[src/hw/rtl/gccc_pkg.sv]
// ----------------------------------------------------------------------------
// gccc_pkg
// Shared types and constants for the graph cycle and connectivity checker.
// ----------------------------------------------------------------------------
package gccc_pkg;

  localparam int unsigned MaxNodes = 32;
  localparam int unsigned NodeW    = $clog2(MaxNodes);
  localparam int unsigned CountW   = 6;
  localparam int unsigned AddrW    = 1;

  typedef enum logic [1:0] {
    OP_ADD  = 2'd0,
    OP_DEL  = 2'd1,
    OP_EVAL = 2'd2,
    OP_NONE = 2'd3
  } op_e;

  typedef enum logic [2:0] {
    ST_CLEAR,
    ST_IDLE,
    ST_CYC_ROOT,
    ST_CYC_READ,
    ST_CYC_STEP,
    ST_CON_READ,
    ST_CON_STEP,
    ST_DONE
  } state_e;

  typedef struct packed {
    logic [1:0] operation;
    logic [4:0] src_node;
    logic [4:0] dst_node;
  } in_item_t;

  typedef struct packed {
    logic acyclic;
    logic connected;
  } out_item_t;

  localparam logic [AddrW-1:0] RegNodeCount = 1'b0;

endpackage

[src/hw/rtl/gccc_ram.sv]
// ----------------------------------------------------------------------------
// gccc_ram
// Generic single-port write, single-port read RAM with registered read data.
// ----------------------------------------------------------------------------
module gccc_ram #(
  parameter int unsigned Width = 32,
  parameter int unsigned Depth = 32
) (
  input  logic                     clk_i,
  input  logic                     we_i,
  input  logic [$clog2(Depth)-1:0] waddr_i,
  input  logic [Width-1:0]         wdata_i,
  input  logic [$clog2(Depth)-1:0] raddr_i,
  output logic [Width-1:0]         rdata_o
);

  logic [Width-1:0] mem_q [Depth];

  always_ff @(posedge clk_i) begin
    if (we_i) begin
      mem_q[waddr_i] <= wdata_i;
    end
    rdata_o <= mem_q[raddr_i];
  end

endmodule

[src/hw/rtl/graph_cycle_and_connectivity_check_top.sv]
// ----------------------------------------------------------------------------
// graph_cycle_and_connectivity_check_top
// Directed graph held as an adjacency bit matrix in RAM; evaluates acyclicity
// and weak connectivity from node 0 by depth-first search.
// ----------------------------------------------------------------------------
//  channel | direction | handshake           | payload
//  in      | input     | in_valid_i/ready_o  | in_item_t (operation, src, dst)
//  out     | output    | out_valid_o/ready_i | out_item_t (acyclic, connected)
//  cfg     | input     | APB psel/penable    | node_count
//
// An edge update reads the source row and the transposed destination row in
// the accepting cycle and writes both back in the next cycle. An evaluation
// first runs the cycle search from each unvisited root in turn, stopping at the
// first edge back onto the search path, and then the connectivity walk and the
// result. After reset a clearing pass zeroes both RAMs; no item is taken
// meanwhile. A waiting result does not block the next edge update; the next
// evaluation waits until the result is taken.
module graph_cycle_and_connectivity_check_top (
  input  logic                clk_i,
  input  logic                rst_ni,
  input  logic                in_valid_i,
  output logic                in_ready_o,
  input  gccc_pkg::in_item_t  in_item_i,
  output logic                out_valid_o,
  input  logic                out_ready_i,
  output gccc_pkg::out_item_t out_item_o,
  input  logic                psel,
  input  logic                penable,
  input  logic                pwrite,
  input  logic [gccc_pkg::AddrW+1:0] paddr,
  input  logic [31:0]         pwdata,
  output logic [31:0]         prdata,
  output logic                pready
);

  localparam int unsigned N  = gccc_pkg::MaxNodes;
  localparam int unsigned NW = gccc_pkg::NodeW;

  gccc_pkg::state_e state_q, state_d;
  logic [gccc_pkg::CountW-1:0] node_count_q;
  logic [NW:0]   n_eff;
  logic [N-1:0]  live_mask;

  logic [N-1:0]  visited_q, visited_d, on_path_q, on_path_d;
  logic [NW-1:0] stack_q [N];
  logic [NW:0]   depth_q, depth_d;
  logic [NW:0]   root_q, root_d;
  logic [NW:0]   clr_q, clr_d;
  logic          cyc_q, cyc_d;
  logic          busy_op_q, busy_op_d;
  logic [NW-1:0] node_q, node_d;
  gccc_pkg::in_item_t item_q;
  logic          out_valid_q, out_valid_d;
  gccc_pkg::out_item_t out_q, out_d;

  // stack write port
  logic          push;
  logic [NW-1:0] push_addr;
  logic [NW-1:0] push_node;

  // Row RAM holds out-edges, the transposed RAM holds in-edges of each node.
  logic          we;
  logic [NW-1:0] waddr, raddr, waddr_t, raddr_t;
  logic [N-1:0]  wdata, rdata, wdata_t, rdata_t;

  gccc_ram #(.Width(N), .Depth(N)) u_adj (
    .clk_i, .we_i(we), .waddr_i(waddr), .wdata_i(wdata),
    .raddr_i(raddr), .rdata_o(rdata)
  );

  gccc_ram #(.Width(N), .Depth(N)) u_adj_t (
    .clk_i, .we_i(we), .waddr_i(waddr_t), .wdata_i(wdata_t),
    .raddr_i(raddr_t), .rdata_o(rdata_t)
  );

  always_comb begin
    if (node_count_q == '0) begin
      n_eff = (NW+1)'(1);
    end else if (node_count_q > (gccc_pkg::CountW)'(N)) begin
      n_eff = (NW+1)'(N);
    end else begin
      n_eff = (NW+1)'(node_count_q);
    end
    for (int i = 0; i < N; i++) begin
      live_mask[i] = (i < int'(n_eff));
    end
  end

  assign pready = 1'b1;
  assign prdata = {{(32-gccc_pkg::CountW){1'b0}}, node_count_q};

  always_ff @(posedge clk_i or negedge rst_ni) begin
    if (!rst_ni) begin
      node_count_q <= (gccc_pkg::CountW)'(N);
    end else if (psel && penable && pwrite &&
                 paddr[gccc_pkg::AddrW+1:2] == gccc_pkg::RegNodeCount) begin
      node_count_q <= pwdata[gccc_pkg::CountW-1:0];
    end
  end

  logic in_fire, edge_ok;
  logic [N-1:0] nb, cand, first_cand;
  logic [NW-1:0] first_idx;
  logic          has_cand, hit_path;
  logic [NW-1:0] top;

  assign in_fire = in_valid_i && in_ready_o;
  assign edge_ok = ({1'b0, in_item_i.src_node} < n_eff) &&
                   ({1'b0, in_item_i.dst_node} < n_eff);
  assign top     = stack_q[depth_q[NW-1:0] - NW'(1)];

  always_comb begin
    if (state_q == gccc_pkg::ST_CON_STEP) begin
      nb = (rdata | rdata_t) & live_mask;
    end else begin
      nb = rdata & live_mask;
    end
    hit_path = |(nb & on_path_q);
    cand     = nb & ~visited_q;
    has_cand = |cand;
    first_cand = cand & (~cand + N'(1));
    first_idx = '0;
    for (int i = 0; i < N; i++) begin
      if (first_cand[i]) first_idx = NW'(i);
    end
  end

  // Next state.
  always_comb begin
    state_d = state_q;
    case (state_q)
      gccc_pkg::ST_CLEAR:    if (clr_q == (NW+1)'(N-1)) state_d = gccc_pkg::ST_IDLE;
      gccc_pkg::ST_IDLE: begin
        if (busy_op_q) state_d = gccc_pkg::ST_IDLE;
        else if (in_fire && in_item_i.operation == gccc_pkg::OP_EVAL) begin
          state_d = gccc_pkg::ST_CYC_ROOT;
        end
      end
      gccc_pkg::ST_CYC_ROOT: begin
        if (root_q >= n_eff) state_d = gccc_pkg::ST_CON_READ;
        else if (!visited_q[root_q[NW-1:0]]) state_d = gccc_pkg::ST_CYC_READ;
      end
      gccc_pkg::ST_CYC_READ: state_d = gccc_pkg::ST_CYC_STEP;
      gccc_pkg::ST_CYC_STEP: begin
        if (hit_path) state_d = gccc_pkg::ST_CON_READ;
        else if (has_cand) state_d = gccc_pkg::ST_CYC_READ;
        else if (depth_q == (NW+1)'(1)) state_d = gccc_pkg::ST_CYC_ROOT;
        else state_d = gccc_pkg::ST_CYC_READ;
      end
      gccc_pkg::ST_CON_READ: begin
        if (depth_q == '0) state_d = gccc_pkg::ST_DONE;
        else state_d = gccc_pkg::ST_CON_STEP;
      end
      gccc_pkg::ST_CON_STEP: state_d = gccc_pkg::ST_CON_READ;
      gccc_pkg::ST_DONE:     if (!out_valid_q) state_d = gccc_pkg::ST_IDLE;
      default:               state_d = gccc_pkg::ST_IDLE;
    endcase
  end

  // Datapath and outputs.
  always_comb begin
    visited_d   = visited_q;
    on_path_d   = on_path_q;
    depth_d     = depth_q;
    root_d      = root_q;
    clr_d       = clr_q;
    cyc_d       = cyc_q;
    busy_op_d   = 1'b0;
    node_d      = node_q;
    out_valid_d = out_valid_q && !out_ready_i;
    out_d       = out_q;
    push        = 1'b0;
    push_addr   = depth_q[NW-1:0];
    push_node   = '0;
    we          = 1'b0;
    waddr       = item_q.src_node;
    wdata       = rdata;
    raddr       = in_item_i.src_node;
    waddr_t     = item_q.dst_node;
    wdata_t     = rdata_t;
    raddr_t     = in_item_i.dst_node;
    in_ready_o  = 1'b0;
    case (state_q)
      gccc_pkg::ST_CLEAR: begin
        we      = 1'b1;
        waddr   = clr_q[NW-1:0];
        waddr_t = clr_q[NW-1:0];
        wdata   = '0;
        wdata_t = '0;
        clr_d   = clr_q + (NW+1)'(1);
      end
      gccc_pkg::ST_IDLE: begin
        if (busy_op_q) begin
          // Write back both rows read last cycle.
          we = 1'b1;
          wdata[item_q.dst_node]   = (item_q.operation == gccc_pkg::OP_ADD);
          wdata_t[item_q.src_node] = (item_q.operation == gccc_pkg::OP_ADD);
        end else begin
          in_ready_o = !out_valid_q ||
                       in_item_i.operation != gccc_pkg::OP_EVAL;
          if (in_fire) begin
            if ((in_item_i.operation == gccc_pkg::OP_ADD ||
                 in_item_i.operation == gccc_pkg::OP_DEL) && edge_ok) begin
              busy_op_d = 1'b1;
            end
            visited_d = '0;
            on_path_d = '0;
            depth_d   = '0;
            root_d    = '0;
            cyc_d     = 1'b1;
          end
        end
      end
      gccc_pkg::ST_CYC_ROOT: begin
        if (root_q >= n_eff) begin
          // All roots are done; the connectivity walk starts from node 0.
          visited_d = N'(1);
          on_path_d = '0;
          push      = 1'b1;
          push_addr = '0;
          push_node = '0;
          depth_d   = (NW+1)'(1);
        end else if (!visited_q[root_q[NW-1:0]]) begin
          visited_d[root_q[NW-1:0]] = 1'b1;
          on_path_d[root_q[NW-1:0]] = 1'b1;
          push      = 1'b1;
          push_node = root_q[NW-1:0];
          depth_d   = depth_q + (NW+1)'(1);
        end
        root_d = root_q + (NW+1)'(1);
      end
      gccc_pkg::ST_CYC_READ: begin
        raddr   = top;
        raddr_t = top;
        node_d  = top;
      end
      gccc_pkg::ST_CYC_STEP: begin
        if (hit_path) begin
          cyc_d     = 1'b0;
          visited_d = N'(1);
          on_path_d = '0;
          push      = 1'b1;
          push_addr = '0;
          push_node = '0;
          depth_d   = (NW+1)'(1);
        end else if (has_cand) begin
          visited_d = visited_q | first_cand;
          on_path_d = on_path_q | first_cand;
          push      = 1'b1;
          push_node = first_idx;
          depth_d   = depth_q + (NW+1)'(1);
        end else begin
          on_path_d[node_q] = 1'b0;
          depth_d = depth_q - (NW+1)'(1);
        end
      end
      gccc_pkg::ST_CON_READ: begin
        if (depth_q != '0) begin
          raddr   = top;
          raddr_t = top;
          node_d  = top;
        end
      end
      gccc_pkg::ST_CON_STEP: begin
        // Neighbors in either direction; one new node is pushed per step.
        if (has_cand) begin
          visited_d = visited_q | first_cand;
          push      = 1'b1;
          push_node = first_idx;
          depth_d   = depth_q + (NW+1)'(1);
        end else begin
          depth_d = depth_q - (NW+1)'(1);
        end
      end
      gccc_pkg::ST_DONE: begin
        if (!out_valid_q) begin
          out_valid_d     = 1'b1;
          out_d.acyclic   = cyc_q;
          out_d.connected = ((visited_q & live_mask) == live_mask);
        end
      end
      default: ;
    endcase
  end

  always_ff @(posedge clk_i) begin
    if (push) begin
      stack_q[push_addr] <= push_node;
    end
    if (in_fire) begin
      item_q <= in_item_i;
    end
    out_q <= out_d;
  end

  always_ff @(posedge clk_i or negedge rst_ni) begin
    if (!rst_ni) begin
      state_q     <= gccc_pkg::ST_CLEAR;
      visited_q   <= '0;
      on_path_q   <= '0;
      depth_q     <= '0;
      root_q      <= '0;
      clr_q       <= '0;
      cyc_q       <= 1'b1;
      busy_op_q   <= 1'b0;
      node_q      <= '0;
      out_valid_q <= 1'b0;
    end else begin
      state_q     <= state_d;
      visited_q   <= visited_d;
      on_path_q   <= on_path_d;
      depth_q     <= depth_d;
      root_q      <= root_d;
      clr_q       <= clr_d;
      cyc_q       <= cyc_d;
      busy_op_q   <= busy_op_d;
      node_q      <= node_d;
      out_valid_q <= out_valid_d;
    end
  end

  assign out_valid_o = out_valid_q;
  assign out_item_o  = out_q;

  assert property (@(posedge clk_i) disable iff (!rst_ni)
    out_valid_o && !out_ready_i |=> out_valid_o)
    else $error("result dropped while stalled");
  assert property (@(posedge clk_i) disable iff (!rst_ni)
    depth_q <= (NW+1)'(N))
    else $error("stack depth overflow");
  assert property (@(posedge clk_i) disable iff (!rst_ni)
    state_q == gccc_pkg::ST_CLEAR |-> !in_ready_o)
    else $error("item accepted during clearing pass");

endmodule
[config.mk]
export PLATFORM = sky130hd
export DESIGN_NAME = graph_cycle_and_connectivity_check_top
export DESIGN_NICKNAME = d
export VERILOG_FILES = /design/src/hw/rtl/gccc_pkg.sv /design/src/hw/rtl/gccc_ram.sv /design/src/hw/rtl/graph_cycle_and_connectivity_check_top.sv
export SDC_FILE = /design/constraint.sdc
export NUM_CORES = 2
export LEC_CHECK = 0
export ABC_AREA = 1
export BUFFER_PORTS_ARGS = -buffer_cell sky130_fd_sc_hd__buf_4
export CORE_ASPECT_RATIO = 2
export CORE_MARGIN = 10
export CORE_UTILIZATION = 50
export CTS_CLUSTER_DIAMETER = 40
export DETAILED_ROUTE_END_ITERATION = 10
export HOLD_SLACK_MARGIN = 0.02
export PLACE_DENSITY = 0.7
export SLEW_MARGIN = 0
export SYNTH_ARGS = -nofsm -noshare
export SYNTH_HDL_FRONTEND = slang
export SYNTH_SLANG_ARGS = --single-unit
export TNS_END_PERCENT = 100
[constraint.sdc]
create_clock -name clk_i -period 5.4 [get_ports clk_i]
set_clock_uncertainty 0.2 [all_clocks]
set_input_delay 0.27 -clock clk_i [delete_from_list [all_inputs] [get_ports clk_i]]
set_output_delay 0.27 -clock clk_i [all_outputs]
set_load 0.02 [all_outputs]
# Word level (Yosys, flattened, before mapping)
# Memory sizes are Yosys's and may differ from the RTL's. A register that Yosys moved wholly into a read port is not among the register bits.
# Cells that the tools add are included.
[classes]
n_eq_ne = 21
reduce_logical = 36
n_bitwise = 17
div_mod_pow = 0
mux = 120
shift = 0
multipliers = 0
magnitude_cmp = 44
add_sub_neg = 6
[op_table]
columns = ["cell", "n"]
rows = [
  ["$mux W32", 13],
  ["$and A32 B32 Y32", 7],
  ["$mux W5", 41],
  ["$or A32 B32 Y32", 5],
  ["$pmux W32 S2", 2],
  ["$pmux W32 S4", 1],
  ["$lt A5 B6 Y1 const A", 16],
  ["$not A32 Y32", 3],
  ["$pmux W32 S3", 1],
  ["$bwmux W32", 2],
  ["$reduce_or A32 Y1", 2],
  ["$lt A4 B6 Y1 const A", 8],
  ["$mux W6", 8],
  ["$pmux W5 S2", 4],
  ["$add A32 B1 Y32 const B", 1],
  ["$eq A32 B32 Y1", 1],
  ["$mux W1", 29],
  ["$lt A3 B6 Y1 const A", 4],
  ["$lt A5 B6 Y1 const B", 4],
  ["$pmux W3 S8", 1],
  ["$pmux W6 S4", 1],
  ["$mux W3", 7],
  ["$demux W1 S5", 4],
  ["$ge A5 B1 Y1 const B", 4],
  ["other kinds (36)", 75],
]
[word_totals]
romBits = 0
word_cells = 263
latch_bits = 0
regBits = 113
out_inout_bits = 37
memories = 3
mem_bits_rw = 2208
input_bits = 54
[memory_table]
columns = ["name", "depth", "word_bits", "rd", "rd_ports_with_merged_regs", "write_ports", "line", "rtl"]
rows = [
  ["u_adj.mem_q", 32, 32, 1, 1, 1, "gccc_ram.sv:17", "logic [Width-1:0] mem_q [Depth];"],
  ["u_adj_t.mem_q", 32, 32, 1, 1, 1, "gccc_ram.sv:17", ""],
  ["stack_q", 32, 5, 1, 0, 1, "graph_cycle_and_connectivity_check_top.sv:45", "logic [NW-1:0] stack_q [N];"],
]

# Logic depth before layout (Yosys ltp)
[depth]
depth_word = 44
depth_mapped = 29
depth_no_buf = 23

# By module
# Synthesis repeated with hierarchy kept, for this count alone.
[hier_totals]
cells_unflattened = 9421
hier_area_um2 = 102711.0
[modules_own_cells]
columns = ["module", "cells_per_inst", "n_inst", "seq_area_each_um2", "area_per_inst_um2"]
rows = [
  ["gccc_ram", 3536, 2, 31390.1, 42405.7],
  ["graph_cycle_and_connectivity_check_top", 2349, 1, 7704.9, 17899.7],
]

# Worst setup path after synthesis
# Ideal clock, no wire load.
[synth_timing]
path_kind = "reg-to-reg"
from = "register node_count_q[5] in the netlist's numbering"
to = "memory stack_q[0][1] in the netlist's numbering, data pin"
n_path_buf = 3
path_stages_with_launch = 18
setup_time_ps = 454
slack_ps = 724
t_arrival_ps = 4022
path_cell_list = "dfstp_2 buf_6 nor2_8 nand3_1 nand2_4 ha_1 inv_1 a21oi_1 o21a_1 o21ai_0 nand2_1 a21oi_1 o21bai_1 nor2_1 clkbuf_1 clkbuf_1 nand2_1 o21ai_0"
[synth_between]
elab_chain_len = 43
word_cells_on_any_way = 81
cone_classes = "1 x add/sub; 34 x order compare; 37 x mux; 6 x bitwise; 3 x reduce/logical"
[synth_lines]
columns = ["element", "line", "rtl"]
rows = [
  ["from (decl)", "graph_cycle_and_connectivity_check_top.sv:40", "logic [gccc_pkg::CountW-1:0] node_count_q;"],
  ["from (signal assigned)", "graph_cycle_and_connectivity_check_top.sv:94", "node_count_q <= (gccc_pkg::CountW)'(N);"],
  ["from (signal assigned)", "graph_cycle_and_connectivity_check_top.sv:97", "node_count_q <= pwdata[gccc_pkg::CountW-1:0];"],
  ["$gt A6 B6 Y1", "graph_cycle_and_connectivity_check_top.sv:79", "end else if (node_count_q > (gccc_pkg::CountW)'(N)) begin"],
  ["$mux W6", "graph_cycle_and_connectivity_check_top.sv:79", ""],
  ["$mux W6 *", "graph_cycle_and_connectivity_check_top.sv:77", "if (node_count_q == '0) begin"],
  ["$lt A1 B6 Y1 / $lt A2 B6 Y1 (equally long branches)", "graph_cycle_and_connectivity_check_top.sv:85", "live_mask[i] = (i < int'(n_eff));"],
  ["$and A32 B32 Y32, on equally long branches", "graph_cycle_and_connectivity_check_top.sv:116, graph_cycle_and_connectivity_check_top.sv:114", ""],
  ["$mux W32", "graph_cycle_and_connectivity_check_top.sv:113", "if (state_q == gccc_pkg::ST_CON_STEP) begin"],
  ["$and A32 B32 Y32", "graph_cycle_and_connectivity_check_top.sv:119", "cand = nb & ~visited_q;"],
  ["$not A32 Y32", "graph_cycle_and_connectivity_check_top.sv:121", "first_cand = cand & (~cand + N'(1));"],
  ["$add A32 B1 Y32", "graph_cycle_and_connectivity_check_top.sv:121", ""],
  ["$and A32 B32 Y32", "graph_cycle_and_connectivity_check_top.sv:121", ""],
  ["$mux W5 (30 in a row)", "graph_cycle_and_connectivity_check_top.sv:124", "if (first_cand[i]) first_idx = NW'(i);"],
  ["$mux W5", "graph_cycle_and_connectivity_check_top.sv:246, graph_cycle_and_connectivity_check_top.sv:266", ""],
  ["$mux W5", "graph_cycle_and_connectivity_check_top.sv:238", "if (hit_path) begin"],
  ["$pmux W5 S3 *", "graph_cycle_and_connectivity_check_top.sv:183", "case (state_q)"],
  ["net push_node[1]", "graph_cycle_and_connectivity_check_top.sv:59", "logic [NW-1:0] push_node;"],
  ["to (decl)", "graph_cycle_and_connectivity_check_top.sv:45", ""],
]
# Mark *: on every way through the listed nets, which the timed path passes. The rest lies on a longest branch.

# Worst setup path after layout
[layout_timing]
from = "register depth_q[0]"
to = "register u_adj_t.rdata_o[28] (read register of u_adj_t.mem_q)"
[layout_between]
elab_chain_len = 4
word_cells_on_any_way = 5
cone_classes = "1 x add/sub; 2 x mux; 1 x reduce/logical; 1 x memory"
[layout_lines]
columns = ["element", "line", "rtl"]
rows = [
  ["from (decl)", "graph_cycle_and_connectivity_check_top.sv:46", "logic [NW:0] depth_q, depth_d;"],
  ["from (signal assigned)", "graph_cycle_and_connectivity_check_top.sv:312", "depth_q <= depth_d;"],
  ["$sub A5 B1 Y5", "graph_cycle_and_connectivity_check_top.sv:110", "assign top = stack_q[depth_q[NW-1:0] - NW'(1)];"],
  ["$mem_v2 Z32 W5", "--", ""],
  ["$mux W5", "graph_cycle_and_connectivity_check_top.sv:258", "if (depth_q != '0) begin"],
  ["$pmux W5 S2 *", "graph_cycle_and_connectivity_check_top.sv:183", ""],
  ["to (decl)", "gccc_ram.sv:14", "output logic [Width-1:0] rdata_o"],
]
# Every way passes the cells marked *; elsewhere a longest branch is shown, timed or not.
# A chain may end at the register's enable or synchronous reset.

==> impl_results.md <==
* Final setup viols at 0
* Die H at 657 um
* Filler instances at 16300
* Detailed placement HPWL at 201 mm
* Nets at 8748
* CP arrival at 5.54 ns
* Synth Cell Area at between 100000 and 150000 um2
* Drc violations at 0
* Sinks on the clock net at 2385
* CTS Buf Count at 210
* CTS clk-pin slew, worst paths at 0.07 ns
* Die Wd at 339 um
* Initial Util at around 50%
* Root Buffer: clkbuf_16
* Slew HR at 7.25%
* I/O Buffers at 35
* Power per cell area at 671 nW/um2
* Slew Limit Fails at 0
* Boundary pin count at 91
* Max Cap Violations at 0
* #FFs+latches synth at 2385
* Worst Tran Pin Value at around 1.4 ns
* 1st-pass router iterations at 8
* Crit path from: depth_q[0]
* Longest Clk Path Bufs at 4
* CP most frequent cell: nand2_1
* WL final at 312 mm
* Crit-path cells: inv_2 > buf_4 > nand2_1 > xor2_1 > buf_4 > inv_2 > o211ai_1 > nand3_1 > nand3_1 > nand2_8 > buf_12 > o21ai_0 > a21oi_1 > o21ai_1 > nand3_1 > nand2_1 > nand2_1 > nand2_1
* Final std cells w/o fill at 11500
* Vias in the first global route at 68800
* Synth unique cells at 73
* Final Critical Period at 5.03 ns
* Core area at a little over 200000 um2
* DR vias/cell at ~6.0
* Row count at 233
* 1st-iter DRT viols at 6786
* Routed Antenna Nets at 0
* Multi-input gate area at 28200 um2
* Initial antenna violation count at 9
* Crit start category: flop
* Die footprint at 223000 um2
* Area growth syn-to-layout at 12.2%
* P_leak at a little under 40 nW
* F_max at 199 MHz
* Post-CTS Resized at 0
* FF-to-FF path depth at 18
* Top_reg_cell synth: edfxtp_1
* Crit Path Max Fanout at 111
* Crit-path slowest cell: buf_4
* EDFF count, synth at around 2200
* Status: finished clean
* R2r startpoint: depth_q[0]
* Yosys warns at 0
* Via count at 69400
* Hold Violations, Final at 0
* CP endpoint: u_adj_t.rdata_o[28]
* Post-Place Cells at 11100
* Register area share after synthesis at 69.4%
* Worst reg2reg endpoint: u_adj_t.rdata_o[28]
* Routability cong. at approximately 0.94
* Async S/R FF share, synth at 4.15%
* Pin count of the biggest net entering global routing at around 120
* Gate Count Post-Synth at 8626
* WL per Instance at roughly 27 um
* Overflow after GRT at 0
* H-Tree Depth at 4
* CTS tree: done
* First-pass GRT wire length at ~450 mm
* Max IR drop VDD at just under 600 uV
* Register Area at 70500 um2
* Worst setup EP type: flop
* Final period utilization at between 90% and 100%
* Clk Latency, worst-skew pair at 0.93 ns
* Worst setup margin at between 0.3 and 0.4 ns
* Crit-path max cell delay at 0.65 ns
* Hold Crit Class: input pin to flop
* Setup TNS Final at 0 ns
* Synthesized area per cell at 11.8 um2
* Most frequent cells in the layout: edfxtp_1, nand2_1, o21ai_0, a21oi_1, o211ai_1
* Proportion of layout cells with a drive suffix above 1 at a little over an eighth
* Most common cell after layout, fill and taps aside: edfxtp_1
* All-Layer GR Usage at 27.2%
* Setup Crit Path Kind: flop to flop
* Worst Path Required at 5.91 ns
* RSZ-0062 raised after global routing: no
* Reg2Reg Setup Slack at 0.37 ns
* Worst slack, placed at 0.413 ns
-- power by group --
| group | total, mW | switching [mW] | internal, mW |
|---|---|---|---|
| Clock | 14.9 | 6.74 | 8.21 |
| Sequential | 25.6 | 0.803 | 24.8 |
| Combinational | 35.9 | 25.7 | 10.1 |
-- Yosys cell counts, types with 97 or more instances --
library cell,number,area share [%]
a21oi_1,688,3.4
clkbuf_1,229,0.85
nand3_1,356,1.8
nand2_1,1524,5.6
buf_2,250,1.2
inv_1,364,1.3
o21ai_1,211,1.0
o211ai_1,406,3.0
dfrtp_1,97,2.4
nor2_1,350,1.3
or2_2,289,1.8
edfxtp_1,2222,66
o21ai_0,857,4.2
o21bai_1,131,0.97
-- cells by family after synthesis --
| kind of cell | synth area share, % |
|---|---|
| and+or+nand+nor | 12.3 |
| AOI/OAI and AO/OA | 13.8 |
| DFF | 69.4 |
| buffers and inverters | 4.09 |
| adders and majority gates | 0.271 |
| xor gates and xnor gates | 0.121 |
| muxes | 0.0333 |
| other | 0.00740 |
-- worst min path at each step --
stage	slack, ns	from	endpoint	cells after the start
after floorplan	-0.23	rst_ni	busy_op_q	0
after global placement	0.20	rst_ni	visited_q[27]	1
after detailed placement	0.19	rst_ni	visited_q[27]	1
after CTS	0.03	in_item_i[10]	item_q[10]	2
after global routing	0.06	in_item_i[5]	item_q[5]	2
final	0.06	pwdata[3]	node_count_q[3]	3
-- flip-flops by register name, summed over array words and instances, names as in the netlist, 3 cells and up --
register	flops
item_q	12
stack_q	160
root_q	6
u_adj_t.rdata_o	32
node_q	5
node_count_q	6
depth_q	6
state_q	3
visited_q	32
clr_q	6
on_path_q	32
u_adj_t.mem_q	1024
u_adj.mem_q	1024
u_adj.rdata_o	32
-- critical path, delay by kind of cell (launching register included) --
family,cells,cell delay (ns)
buffers and inverters,5,1.46
and+or+nand+nor,8,1.78
AOI/OAI and AO/OA,4,0.59
DFF,1,0.41
xor gates and xnor gates,1,0.17
-- repair_timing --
item                                   4_1_cts  5_1_grt
hold buffers                                28        0
buffers inserted                             0        0
endpoints found under the hold margin      135        0
-- final cells by class --
cell class | instances | area share, %
multi-input cells | 5313 | 24.8
inverters | 405 | 1.36
clock inverters | 108 | 0.965
repair buffers | 357 | 3.16
well taps | 2702 | 2.97
clock buffers | 269 | 4.92
diodes | 9 | 0.0198
flip-flops and latches | 2385 | 61.8
-- routing by layer --
layer / global-route usage (%) / wire (um)
met1: 28.9 / 105000
met2: 49.4 / 163000
met3: 3.55 / 18700
met4: 19.5 / 25600
met5: 0 / 45
-- stage by stage --
stage	area [um2]	hold WS [ns]	power [mW]	utilization, %
detailed placement	107000	0.193	61.5	53.0
CTS	114000	0.0263	76.4	56.5
global placement	107000	0.198	60.8	53.0
global route	114000	0.0613	80.4	56.5
floorplan	102000	-0.226	47.9	-
finish	114000	0.0598	76.5	56.5
Note: power is estimated with default switching activity, not from simulation.
